===== src/spe_pkg.sv =====
// ----------------------------------------------------------------------------
// spe_pkg
// Types, codes and protocol constants shared by the servo packet engine.
// ----------------------------------------------------------------------------
`default_nettype none

package spe_pkg;

	typedef enum logic [2:0] {
		ACT_SET   = 3'd0,
		ACT_READ  = 3'd1,
		ACT_RX    = 3'd2,
		ACT_END   = 3'd3,
		ACT_QUERY = 3'd4
	} action_t;

	typedef enum logic [1:0] {
		KIND_TX     = 2'd0,
		KIND_STATUS = 2'd1,
		KIND_QUERY  = 2'd2
	} kind_t;

	typedef enum logic [2:0] {
		ST_OK       = 3'd0,
		ST_SHORT    = 3'd1,
		ST_HEADER   = 3'd2,
		ST_LENGTH   = 3'd3,
		ST_CHECKSUM = 3'd4,
		ST_ACK_BAD  = 3'd5,
		ST_UNKNOWN  = 3'd6
	} status_t;

	typedef enum logic [1:0] {
		EXP_NONE = 2'd0,
		EXP_ACK  = 2'd1,
		EXP_POS  = 2'd2
	} expect_t;

	typedef enum logic [1:0] {
		REG_CAM_MAX = 2'd0,
		REG_CAM_MIN = 2'd1,
		REG_ARM_MAX = 2'd2,
		REG_ARM_MIN = 2'd3
	} reg_idx_t;

	localparam logic [7:0] BYTE_HDR      = 8'hFF;
	localparam logic [7:0] WR_LEN        = 8'h09;
	localparam logic [7:0] INS_WRITE     = 8'h03;
	localparam logic [7:0] ADDR_GOAL     = 8'h2A;
	localparam logic [7:0] RD_LEN        = 8'h04;
	localparam logic [7:0] INS_READ      = 8'h02;
	localparam logic [7:0] ADDR_POS      = 8'h38;
	localparam logic [7:0] RD_COUNT      = 8'h02;
	localparam logic [7:0] ACK_LEN       = 8'h02;
	localparam logic [7:0] ACK_ERR       = 8'h00;
	localparam logic [7:0] POS_REPLY_LEN = 8'h04;

	localparam logic [3:0] WR_FRAME_LEN  = 4'd13;
	localparam logic [3:0] RD_FRAME_LEN  = 4'd8;
	localparam logic [3:0] ACK_RX_LEN    = 4'd6;
	localparam logic [3:0] POS_RX_LEN    = 4'd8;

	localparam logic [15:0] CAM_MAX_RST = 16'd2700;
	localparam logic [15:0] CAM_MIN_RST = 16'd1500;
	localparam logic [15:0] ARM_MAX_RST = 16'd3118;
	localparam logic [15:0] ARM_MIN_RST = 16'd2047;

	typedef struct packed {
		action_t     action;
		logic [7:0]  servo_id;
		logic [15:0] target_pos;
		logic [15:0] move_time;
		logic [15:0] move_speed;
		logic [7:0]  rx_byte;
	} item_t;

	typedef struct packed {
		logic [15:0] cam_max;
		logic [15:0] cam_min;
		logic [15:0] arm_max;
		logic [15:0] arm_min;
	} limits_t;

	// One command's worth of results handed to the output buffer.
	typedef struct packed {
		logic             load;
		kind_t            kind;
		logic [3:0]       len;
		logic [12:0][7:0] frame;
		status_t          status;
		logic [7:0]       id;
		logic [15:0]      pos;
	} job_t;

endpackage

`default_nettype wire


===== src/spe_core.sv =====
// ----------------------------------------------------------------------------
// spe_core
// Command execution: frame build, position clamp, response checking and
// the stored position table.
// ----------------------------------------------------------------------------
`default_nettype none

module spe_core #(
	parameter int SERVO_COUNT = 3
) (
	input  wire logic           clk,
	input  wire logic           arst_n,
	input  wire logic           rd_en,
	input  wire logic [7:0]     rd_id,
	input  wire logic           exec,
	input  wire spe_pkg::item_t item,
	input  wire spe_pkg::limits_t lim,
	output spe_pkg::job_t       job
);

	localparam int AW = (SERVO_COUNT > 1) ? $clog2(SERVO_COUNT) : 1;
	localparam logic [7:0] CNT8 = 8'(SERVO_COUNT);

	spe_pkg::expect_t exp_q, exp_d;
	logic [7:0]  exp_id_q, exp_id_d;
	logic [3:0]  rx_cnt_q, rx_cnt_d;
	logic        rpt_q, rpt_d;
	logic [7:0]  rx_q [8];

	logic [15:0] mem [SERVO_COUNT];
	logic [SERVO_COUNT-1:0] vld_q;
	logic [15:0] mem_rd_q;
	logic        vld_rd_q;
	logic        fwd_q;
	logic [15:0] fwd_data_q;

	logic        wr_en;
	logic [7:0]  rid;
	logic [7:0]  wa_full, ra_full;
	logic [AW-1:0] wa, ra;
	logic [15:0] wr_data;
	logic [15:0] stored_pos;

	logic        id_ok, rid_ok, cam;
	logic signed [15:0] pos_s, hi_s, lo_s, clamp_s;
	logic [15:0] clamp;
	logic [7:0]  wr_sum, rd_sum, ack_sum, pos_sum;
	logic        active, rx_wr, rx_final, ack_match;
	logic [3:0]  cnt_n;
	logic [7:0]  v [8];

	assign id_ok  = (item.servo_id != 8'd0) && (item.servo_id <= CNT8);
	assign cam    = (item.servo_id == 8'd1);
	assign pos_s  = $signed(item.target_pos);
	assign hi_s   = $signed(cam ? lim.cam_max : lim.arm_max);
	assign lo_s   = $signed(cam ? lim.cam_min : lim.arm_min);
	// upper bound is checked first: with crossed limits a value above it takes the upper bound, any other the lower
	assign clamp_s = (pos_s > hi_s) ? hi_s : ((pos_s < lo_s) ? lo_s : pos_s);
	assign clamp   = clamp_s;

	assign wr_sum = item.servo_id + spe_pkg::WR_LEN + spe_pkg::INS_WRITE
		+ spe_pkg::ADDR_GOAL + clamp[7:0] + clamp[15:8]
		+ item.move_time[7:0] + item.move_time[15:8]
		+ item.move_speed[7:0] + item.move_speed[15:8];
	assign rd_sum = item.servo_id + spe_pkg::RD_LEN + spe_pkg::INS_READ
		+ spe_pkg::ADDR_POS + spe_pkg::RD_COUNT;

	// receive path: the byte arriving now is merged into the view
	assign active = (exp_q != spe_pkg::EXP_NONE) && !rpt_q;
	assign rx_wr  = exec && (item.action == spe_pkg::ACT_RX) && active && !rx_cnt_q[3];
	assign cnt_n  = rx_cnt_q + 4'd1;
	assign rx_final = active && (((exp_q == spe_pkg::EXP_ACK) && (cnt_n == spe_pkg::ACK_RX_LEN))
		|| ((exp_q == spe_pkg::EXP_POS) && (cnt_n == spe_pkg::POS_RX_LEN)));

	always_comb begin
		for (int i = 0; i < 8; i++) begin
			v[i] = (rx_wr && (rx_cnt_q[2:0] == 3'(i))) ? item.rx_byte : rx_q[i];
		end
	end

	assign ack_sum   = ~(exp_id_q + spe_pkg::ACK_LEN);
	assign ack_match = (v[0] == spe_pkg::BYTE_HDR) && (v[1] == spe_pkg::BYTE_HDR)
		&& (v[2] == exp_id_q) && (v[3] == spe_pkg::ACK_LEN)
		&& (v[4] == spe_pkg::ACK_ERR) && (v[5] == ack_sum);
	assign pos_sum = ~(v[2] + v[3] + v[4] + v[5] + v[6]);
	assign rid     = v[2];
	assign rid_ok  = (rid != 8'd0) && (rid <= CNT8);
	assign wr_data = {v[6], v[5]};

	// position table: read issued when the item is taken in, write at execution
	assign wa_full = rid - 8'd1;
	assign ra_full = rd_id - 8'd1;
	assign wa = wa_full[AW-1:0];
	assign ra = ra_full[AW-1:0];
	assign stored_pos = fwd_q ? fwd_data_q : (vld_rd_q ? mem_rd_q : 16'd0);

	always_comb begin
		job     = '0;
		exp_d   = exp_q;
		exp_id_d = exp_id_q;
		rx_cnt_d = rx_cnt_q;
		rpt_d   = rpt_q;
		wr_en   = 1'b0;
		case (item.action)
			spe_pkg::ACT_SET: begin
				if (id_ok) begin
					job.load  = 1'b1;
					job.kind  = spe_pkg::KIND_TX;
					job.len   = spe_pkg::WR_FRAME_LEN;
					job.frame = {~wr_sum, item.move_speed[15:8], item.move_speed[7:0],
						item.move_time[15:8], item.move_time[7:0], clamp[15:8], clamp[7:0],
						spe_pkg::ADDR_GOAL, spe_pkg::INS_WRITE, spe_pkg::WR_LEN,
						item.servo_id, spe_pkg::BYTE_HDR, spe_pkg::BYTE_HDR};
					exp_d    = spe_pkg::EXP_ACK;
					exp_id_d = item.servo_id;
					rx_cnt_d = 4'd0;
					rpt_d    = 1'b0;
				end
			end
			spe_pkg::ACT_READ: begin
				if (id_ok) begin
					job.load  = 1'b1;
					job.kind  = spe_pkg::KIND_TX;
					job.len   = spe_pkg::RD_FRAME_LEN;
					job.frame = {40'd0, ~rd_sum, spe_pkg::RD_COUNT, spe_pkg::ADDR_POS,
						spe_pkg::INS_READ, spe_pkg::RD_LEN, item.servo_id,
						spe_pkg::BYTE_HDR, spe_pkg::BYTE_HDR};
					exp_d    = spe_pkg::EXP_POS;
					exp_id_d = item.servo_id;
					rx_cnt_d = 4'd0;
					rpt_d    = 1'b0;
				end
			end
			spe_pkg::ACT_RX: begin
				if (active) begin
					rx_cnt_d = cnt_n;
					if (rx_final) begin
						rpt_d    = 1'b1;
						job.load = 1'b1;
						job.kind = spe_pkg::KIND_STATUS;
						job.len  = 4'd1;
						if (exp_q == spe_pkg::EXP_ACK) begin
							job.id     = exp_id_q;
							job.status = ack_match ? spe_pkg::ST_OK : spe_pkg::ST_ACK_BAD;
						end else begin
							job.id = rid;
							if (v[0] != spe_pkg::BYTE_HDR || v[1] != spe_pkg::BYTE_HDR) begin
								job.status = spe_pkg::ST_HEADER;
							end else if (v[3] != spe_pkg::POS_REPLY_LEN) begin
								job.status = spe_pkg::ST_LENGTH;
							end else if (v[7] != pos_sum) begin
								job.status = spe_pkg::ST_CHECKSUM;
							end else if (!rid_ok) begin
								job.status = spe_pkg::ST_UNKNOWN;
							end else begin
								job.status = spe_pkg::ST_OK;
								job.pos    = wr_data;
								wr_en      = 1'b1;
							end
						end
					end
				end
			end
			spe_pkg::ACT_END: begin
				if (active) begin
					job.load   = 1'b1;
					job.kind   = spe_pkg::KIND_STATUS;
					job.len    = 4'd1;
					job.status = spe_pkg::ST_SHORT;
					job.id     = exp_id_q;
				end
				exp_d    = spe_pkg::EXP_NONE;
				rx_cnt_d = 4'd0;
				rpt_d    = 1'b0;
			end
			spe_pkg::ACT_QUERY: begin
				job.load   = 1'b1;
				job.kind   = spe_pkg::KIND_QUERY;
				job.len    = 4'd1;
				job.id     = item.servo_id;
				job.status = id_ok ? spe_pkg::ST_OK : spe_pkg::ST_UNKNOWN;
				job.pos    = id_ok ? stored_pos : 16'd0;
			end
			default: begin
			end
		endcase
		if (!exec) begin
			job.load = 1'b0;
			wr_en    = 1'b0;
		end
	end

	always_ff @(posedge clk or negedge arst_n) begin
		if (!arst_n) begin
			exp_q    <= spe_pkg::EXP_NONE;
			exp_id_q <= 8'd0;
			rx_cnt_q <= 4'd0;
			rpt_q    <= 1'b0;
			vld_q    <= '0;
		end else begin
			if (exec) begin
				exp_q    <= exp_d;
				exp_id_q <= exp_id_d;
				rx_cnt_q <= rx_cnt_d;
				rpt_q    <= rpt_d;
			end
			if (wr_en) begin
				vld_q[wa] <= 1'b1;
			end
		end
	end

	always_ff @(posedge clk) begin
		if (rx_wr) begin
			rx_q[rx_cnt_q[2:0]] <= item.rx_byte;
		end
	end

	always_ff @(posedge clk) begin
		if (wr_en) begin
			mem[wa] <= wr_data;
		end
		if (rd_en) begin
			mem_rd_q   <= mem[ra];
			vld_rd_q   <= vld_q[ra];
			fwd_q      <= wr_en && (wa == ra);
			fwd_data_q <= wr_data;
		end
	end

endmodule

`default_nettype wire


===== src/spe_out.sv =====
// ----------------------------------------------------------------------------
// spe_out
// Output buffer: holds one command's results and shifts them out one
// transfer at a time.
// ----------------------------------------------------------------------------
`default_nettype none

module spe_out (
	input  wire logic          clk,
	input  wire logic          arst_n,
	input  wire spe_pkg::job_t job,
	output logic               free,
	output logic               m_tvalid,
	input  wire logic          m_tready,
	output logic [39:0]        m_tdata,   // tx_byte, status, reply_id, reply_pos
	output logic [1:0]         m_tuser,   // kind
	output logic               m_tlast
);

	logic             valid_q;
	spe_pkg::kind_t   kind_q;
	logic [3:0]       rem_q;
	logic [12:0][7:0] frame_q;
	spe_pkg::status_t status_q;
	logic [7:0]       id_q;
	logic [15:0]      pos_q;
	logic             xfer, at_last;

	assign at_last = (rem_q == 4'd1);
	assign xfer    = valid_q && m_tready;
	assign free    = !valid_q || (m_tready && at_last);

	assign m_tvalid = valid_q;
	assign m_tuser  = kind_q;
	assign m_tlast  = at_last;
	assign m_tdata  = {5'd0, pos_q, id_q, status_q, frame_q[0]};

	always_ff @(posedge clk or negedge arst_n) begin
		if (!arst_n) begin
			valid_q <= 1'b0;
			rem_q   <= 4'd0;
		end else if (job.load) begin
			valid_q <= 1'b1;
			rem_q   <= job.len;
		end else if (xfer) begin
			valid_q <= !at_last;
			rem_q   <= rem_q - 4'd1;
		end
	end

	always_ff @(posedge clk) begin
		if (job.load) begin
			kind_q   <= job.kind;
			frame_q  <= job.frame;
			status_q <= job.status;
			id_q     <= job.id;
			pos_q    <= job.pos;
		end else if (xfer) begin
			frame_q <= {8'd0, frame_q[12:1]};
		end
	end

endmodule

`default_nettype wire


===== src/servo_packet_engine.sv =====
// ----------------------------------------------------------------------------
// servo_packet_engine
// Serial servo packet engine: builds write and read frames, checks responses
// and keeps the last position read back from each servo.
// ----------------------------------------------------------------------------
// A command is registered at the input and its results in the output buffer.
// Throughput: one output transfer a cycle while m_tready is high; a set
// command gives 13 transfers, a read request 8, every other command at most 1.
// The next command is taken in while the current results drain.
// Reset (arst_n low) clears the windows and the stored positions and
// returns the limits to their defaults.
`default_nettype none

module servo_packet_engine #(
	parameter int SERVO_COUNT = 3
) (
	input  wire logic        clk,
	input  wire logic        arst_n,
	input  wire logic        s_tvalid,
	output logic             s_tready,
	input  wire logic [63:0] s_tdata,   // servo_id, target_pos, move_time, move_speed, rx_byte
	input  wire logic [2:0]  s_tuser,   // action
	output logic             m_tvalid,
	input  wire logic        m_tready,
	output logic [39:0]      m_tdata,   // tx_byte, status, reply_id, reply_pos
	output logic [1:0]       m_tuser,   // kind
	output logic             m_tlast,
	input  wire logic        cfg_we,
	input  wire logic [1:0]  cfg_index,
	input  wire logic [15:0] cfg_wdata
);

	logic            item_valid_s1;
	spe_pkg::item_t  item_s1;
	spe_pkg::limits_t lim_q;
	spe_pkg::job_t   job;
	logic            out_free, exec, take;

	assign exec     = item_valid_s1 && out_free;
	assign s_tready = !item_valid_s1 || exec;
	assign take     = s_tvalid && s_tready;

	always_ff @(posedge clk or negedge arst_n) begin
		if (!arst_n) begin
			item_valid_s1 <= 1'b0;
		end else if (s_tready) begin
			item_valid_s1 <= s_tvalid;
		end
	end

	always_ff @(posedge clk) begin
		if (take) begin
			item_s1.action     <= spe_pkg::action_t'(s_tuser);
			item_s1.servo_id   <= s_tdata[7:0];
			item_s1.target_pos <= s_tdata[23:8];
			item_s1.move_time  <= s_tdata[39:24];
			item_s1.move_speed <= s_tdata[55:40];
			item_s1.rx_byte    <= s_tdata[63:56];
		end
	end

	always_ff @(posedge clk or negedge arst_n) begin
		if (!arst_n) begin
			lim_q.cam_max <= spe_pkg::CAM_MAX_RST;
			lim_q.cam_min <= spe_pkg::CAM_MIN_RST;
			lim_q.arm_max <= spe_pkg::ARM_MAX_RST;
			lim_q.arm_min <= spe_pkg::ARM_MIN_RST;
		end else if (cfg_we) begin
			case (spe_pkg::reg_idx_t'(cfg_index))
				spe_pkg::REG_CAM_MAX: lim_q.cam_max <= cfg_wdata;
				spe_pkg::REG_CAM_MIN: lim_q.cam_min <= cfg_wdata;
				spe_pkg::REG_ARM_MAX: lim_q.arm_max <= cfg_wdata;
				spe_pkg::REG_ARM_MIN: lim_q.arm_min <= cfg_wdata;
				default: begin
				end
			endcase
		end
	end

	spe_core #(
		.SERVO_COUNT(SERVO_COUNT)
	) u_core (
		.clk    (clk),
		.arst_n (arst_n),
		.rd_en  (take),
		.rd_id  (s_tdata[7:0]),
		.exec   (exec),
		.item   (item_s1),
		.lim    (lim_q),
		.job    (job)
	);

	spe_out u_out (
		.clk      (clk),
		.arst_n   (arst_n),
		.job      (job),
		.free     (out_free),
		.m_tvalid (m_tvalid),
		.m_tready (m_tready),
		.m_tdata  (m_tdata),
		.m_tuser  (m_tuser),
		.m_tlast  (m_tlast)
	);

endmodule

`default_nettype wire


===== config.mk =====
export PLATFORM = sky130hd
export DESIGN_NAME = servo_packet_engine
export DESIGN_NICKNAME = d
export VERILOG_FILES = /design/src/spe_pkg.sv /design/src/spe_core.sv /design/src/spe_out.sv /design/src/servo_packet_engine.sv
export SDC_FILE = /design/constraint.sdc
export NUM_CORES = 1
export LEC_CHECK = 0
export ABC_AREA = 1
export BUFFER_PORTS_ARGS = -buffer_cell sky130_fd_sc_hd__buf_2
export CAP_MARGIN = 20
export CORE_ASPECT_RATIO = 2
export CORE_MARGIN = 5
export CORE_UTILIZATION = 55
export DETAILED_ROUTE_END_ITERATION = 16
export GPL_TIMING_DRIVEN = 0
export PLACE_DENSITY = 0.73
export RECOVER_POWER = 50
export SYNTH_ARGS = -nofsm -noshare
export SYNTH_HDL_FRONTEND = slang
export SYNTH_SLANG_ARGS = --single-unit

===== constraint.sdc =====
create_clock -name clk -period 9.8 [get_ports clk]
set_clock_uncertainty 0.15 [all_clocks]
set_input_delay 2.94 -clock clk [delete_from_list [all_inputs] [get_ports clk]]
set_output_delay 2.94 -clock clk [all_outputs]
set_load 0.01 [all_outputs]

==> results.yml <==
worst_setup_path:
  critPathMaxStageDelay_ns: 0.78
  crit_top_cell: "nand2_1"
  critPathArrivalTime_ns: 9.45
  critPathSlowestCell: "o21ai_0"
  cp-start-kind: "primary input"
  path_depth: 29
  worstSetupPathType: "primary input to flop"
  worstRegToRegCells: 28
  worstSetupEndpointType: "flop"
  crit_family: "simple AND/OR/NAND/NOR gates"
  worst_ep_required_time_ns: 9.82
  path_buf_inv: 6
  critPathMaxFanout: 16
global_route:
  grt_overflow: 0
  grt_pass1_wl_um: 79390
  grt_start_max_net_pins: 68
  first_global_vias: 14960
  antenna_found_initial: 0
  grt_usage: 0.2431
logic_synthesis:
  synth_edf_count: 346
  synth.avg_cell_area_um2: 10.83
  synth_mux_area_frac: 0.01356
  synth_adder_area_share: 0.09014
  synth_top_family_by_area: "simple AND/OR/NAND/NOR gates"
  ys_seq_area_frac: 0.5978
  synthCells: 1951
  syn-cell-area_um2: 21130
  yosys_warnings: 0
  yosysUniqueCellTypes: 50
  yosys.area_share.simple: 0.1365
  synth_xor_area_frac: 0.01783
  async_reset_ff_frac: 0.2028
  synthFlopType: "edfxtp_1"
  synth_compound_area_frac: 0.08339
  synth-seq-cells: 434
placement:
  dp.cells: 2609
  gp_congestion: 0.9439
  pre_cts_ws_ns: -0.3880
  hpwl_um: 39410
  portBuffers: 129
detailed_routing:
  vias: 14330
  drt_iter0_drc: 933
  drt-total-wl_um: 50870
  ant_nets: 0
  drcViolationCount: 0
  wl_per_cell_um: 18.96
  viasPerCell: 5.342
  firstDrtPassIters: 5
clock_tree:
  post_cts_buffers: 0
  clockBufferDepth: 3
  clock_latency_ns: 0.55
  cts_root_buffer: "clkbuf_16"
  cts.sinks: 434
  h-tree-depth: 2
  cts_tree: "yes"
  cts_buffers: 38
  clk_transition_reported_paths_ns: 0.06
  hold_buffers: 0
floorplan:
  initial_core_util: 0.5554
  design.portCount: 135
  dieArea_um2: 42670
  core_um2: 38040
  die_y_um: 287.2
  chipWidth_um: 148.6
  rows: 101
sta:
  slew_headroom: -1.349
  worstMarginPinSlew_ns: 3.524
  slew_violations: 169
  setup_viol: 0
  fin_crit_ns: 9.432
  hold_viol: 0
  setup_ws_ns: 0.3681
  clock.fmax_mhz: 106.0
  rsz0062_at_grt: "no"
  layout_worst_path_cycle_share: 0.9624
finish:
  final_net_count: 2350
  fin_cells: 2683
  final_util: 0.6255
  drive_gt1_frac: 0.1116
  area_growth_pct: 12.63
  diodes: 0
outcome:
  outcome: "complete, but fails checks"
  violations: "max-capacitance violations, max-slew violations"
worst_hold_path:
  hold_path_class: "flop to flop"
  min_path_cells: 2
power_and_ir_drop:
  leakagePower_nw: 10.33
  ir_drop_mv: 0.2637
  power_density_nw_per_um2: 285.9
job:
  cap_violations: 3
worst reg2reg max path, delay by kind of cell, from the launching register on:
kind,cells,cell delay [ns]
and+or+nand+nor,7,1.52
adders and majority gates,7,3.17
DFF,1,0.45
xor gates and xnor gates,1,0.18
AOI/OAI and AO/OA,7,2.01
buffers and inverters,6,1.31
through the flow:
stage	power (mW)	hold slack, ns	cell area [µm²]	setup TNS (ns)
final	6.802	0.3220	23790	0
after global placement	5.172	0.2828	22430	-11.94
after CTS	6.839	0.3235	23870	0
after global routing	7.281	0.3420	23790	0
after floorplan	4.512	0.2692	21140	0
after detailed placement	5.254	0.2970	22560	-18.33
flip-flops by register name (all words and copies together) (netlist names), 16 cells and up:
register and cells:
lim_q 64, item_s1 67, u_out.frame_q 96, u_core.fwd_data_q 16
u_out.pos_q 16, u_core.mem_rd_q 16, u_core.rx_q 64, u_core.mem 48
cell type report:
| class | count | area (µm²) |
|---|---|---|
| multi-input combinational | 1199 | 7238 |
| inverter | 248 | 932.1 |
| clock buffer | 45 | 1028 |
| buffer | 74 | 349.1 |
| tap | 515 | 644.4 |
| fill | 3035 | 14240 |
| sequential | 434 | 12630 |
| clock inverter | 24 | 281.5 |
| timing repair buffer | 144 | 691.9 |
cell families (layout without fill, tap and decap cells):
kind of cell	count (synthesis)	after routing
and+or+nand+nor	703	703
DFF	434	434
buffers and inverters	322	535
AOI/OAI and AO/OA	299	299
adders and majority gates	121	121
xor gates and xnor gates	43	43
muxes	28	28
other	1	5
what timing repair did:
item / 4_1_cts / 5_1_grt
endpoints found under the setup margin: 0 / 48
endpoints found under the hold margin: 0 / 0
gates resized for setup: 0 / 2
power breakdown:
part / switching [mW] / internal [mW]
sequential: 0.193 / 2.47
clock: 0.678 / 0.894
combinational: 1.60 / 0.966
total: 2.47 / 4.33
routing by layer:
metal	vias up	track usage	share of wire
met3	165	0.02588	0.043
met1	6753	0.2416	0.32
met4	0	0.1704	0.085
met2	465	0.4605	0.55
li1	6950	-	-
met5	-	0	0
cell usage after synthesis, types with 5 or more instances:
cell type | instances | area share
nand2_1 | 501 | 0.089
edfxtp_1 | 346 | 0.49
inv_1 | 242 | 0.043
o21ai_0 | 178 | 0.042
nand3_1 | 74 | 0.018
nor2_1 | 73 | 0.013
ha_1 | 69 | 0.041
dfrtp_1 | 59 | 0.070
fa_1 | 52 | 0.049
clkbuf_1 | 49 | 0.0087
dfstp_2 | 29 | 0.036
xor2_1 | 28 | 0.012
a21oi_1 | 27 | 0.0064
nand4_1 | 24 | 0.0071
mux2i_1 | 23 | 0.011
a22o_1 | 18 | 0.0075
a22oi_1 | 16 | 0.0057
nor3_1 | 16 | 0.0038
xnor2_1 | 15 | 0.0062
buf_4 | 14 | 0.0050
o22ai_1 | 13 | 0.0038
buf_2 | 10 | 0.0024
o21ai_2 | 10 | 0.0041
o211ai_1 | 8 | 0.0028
o221ai_1 | 8 | 0.0033
mux2_2 | 5 | 0.0027
path summary, 6_finish.rpt:
check / from / endpoint / slack [ns]
min in group asynchronous: arst_n / lim_q[12] / 2.50
worst min-delay path: u_core.vld_q[1] / u_core.vld_q[1] / 0.32
worst max register to register: item_s1[62] / u_out.frame_q[103] / 0.77
worst min register to register: u_core.vld_q[1] / u_core.vld_q[1] / 0.32
worst max-delay path: m_tready / u_core.mem[0][6] / 0.37
max in group asynchronous: arst_n / u_core.vld_q[1] / 3.01
placed cells by master (no fill, tap or decap), types with 13 or more instances in the layout:
cell type | synthesis | routed
a21oi_1 | 27 | 27
a22o_1 | 18 | 18
a22oi_1 | 16 | 16
buf_2 | 10 | 99
buf_4 | 14 | 16
clkbuf_1 | 49 | 100
clkbuf_16 | 0 | 39
dfrtp_1 | 59 | 59
dfstp_2 | 29 | 29
edfxtp_1 | 346 | 346
fa_1 | 52 | 52
ha_1 | 69 | 69
inv_1 | 242 | 241
mux2i_1 | 23 | 23
nand2_1 | 501 | 500
nand3_1 | 74 | 74
nand4_1 | 24 | 24
nor2_1 | 73 | 73
nor3_1 | 16 | 16
o21ai_0 | 178 | 176
o22ai_1 | 13 | 13
xnor2_1 | 15 | 15
xor2_1 | 28 | 28
Note: power is estimated with default switching activity, not from simulation.
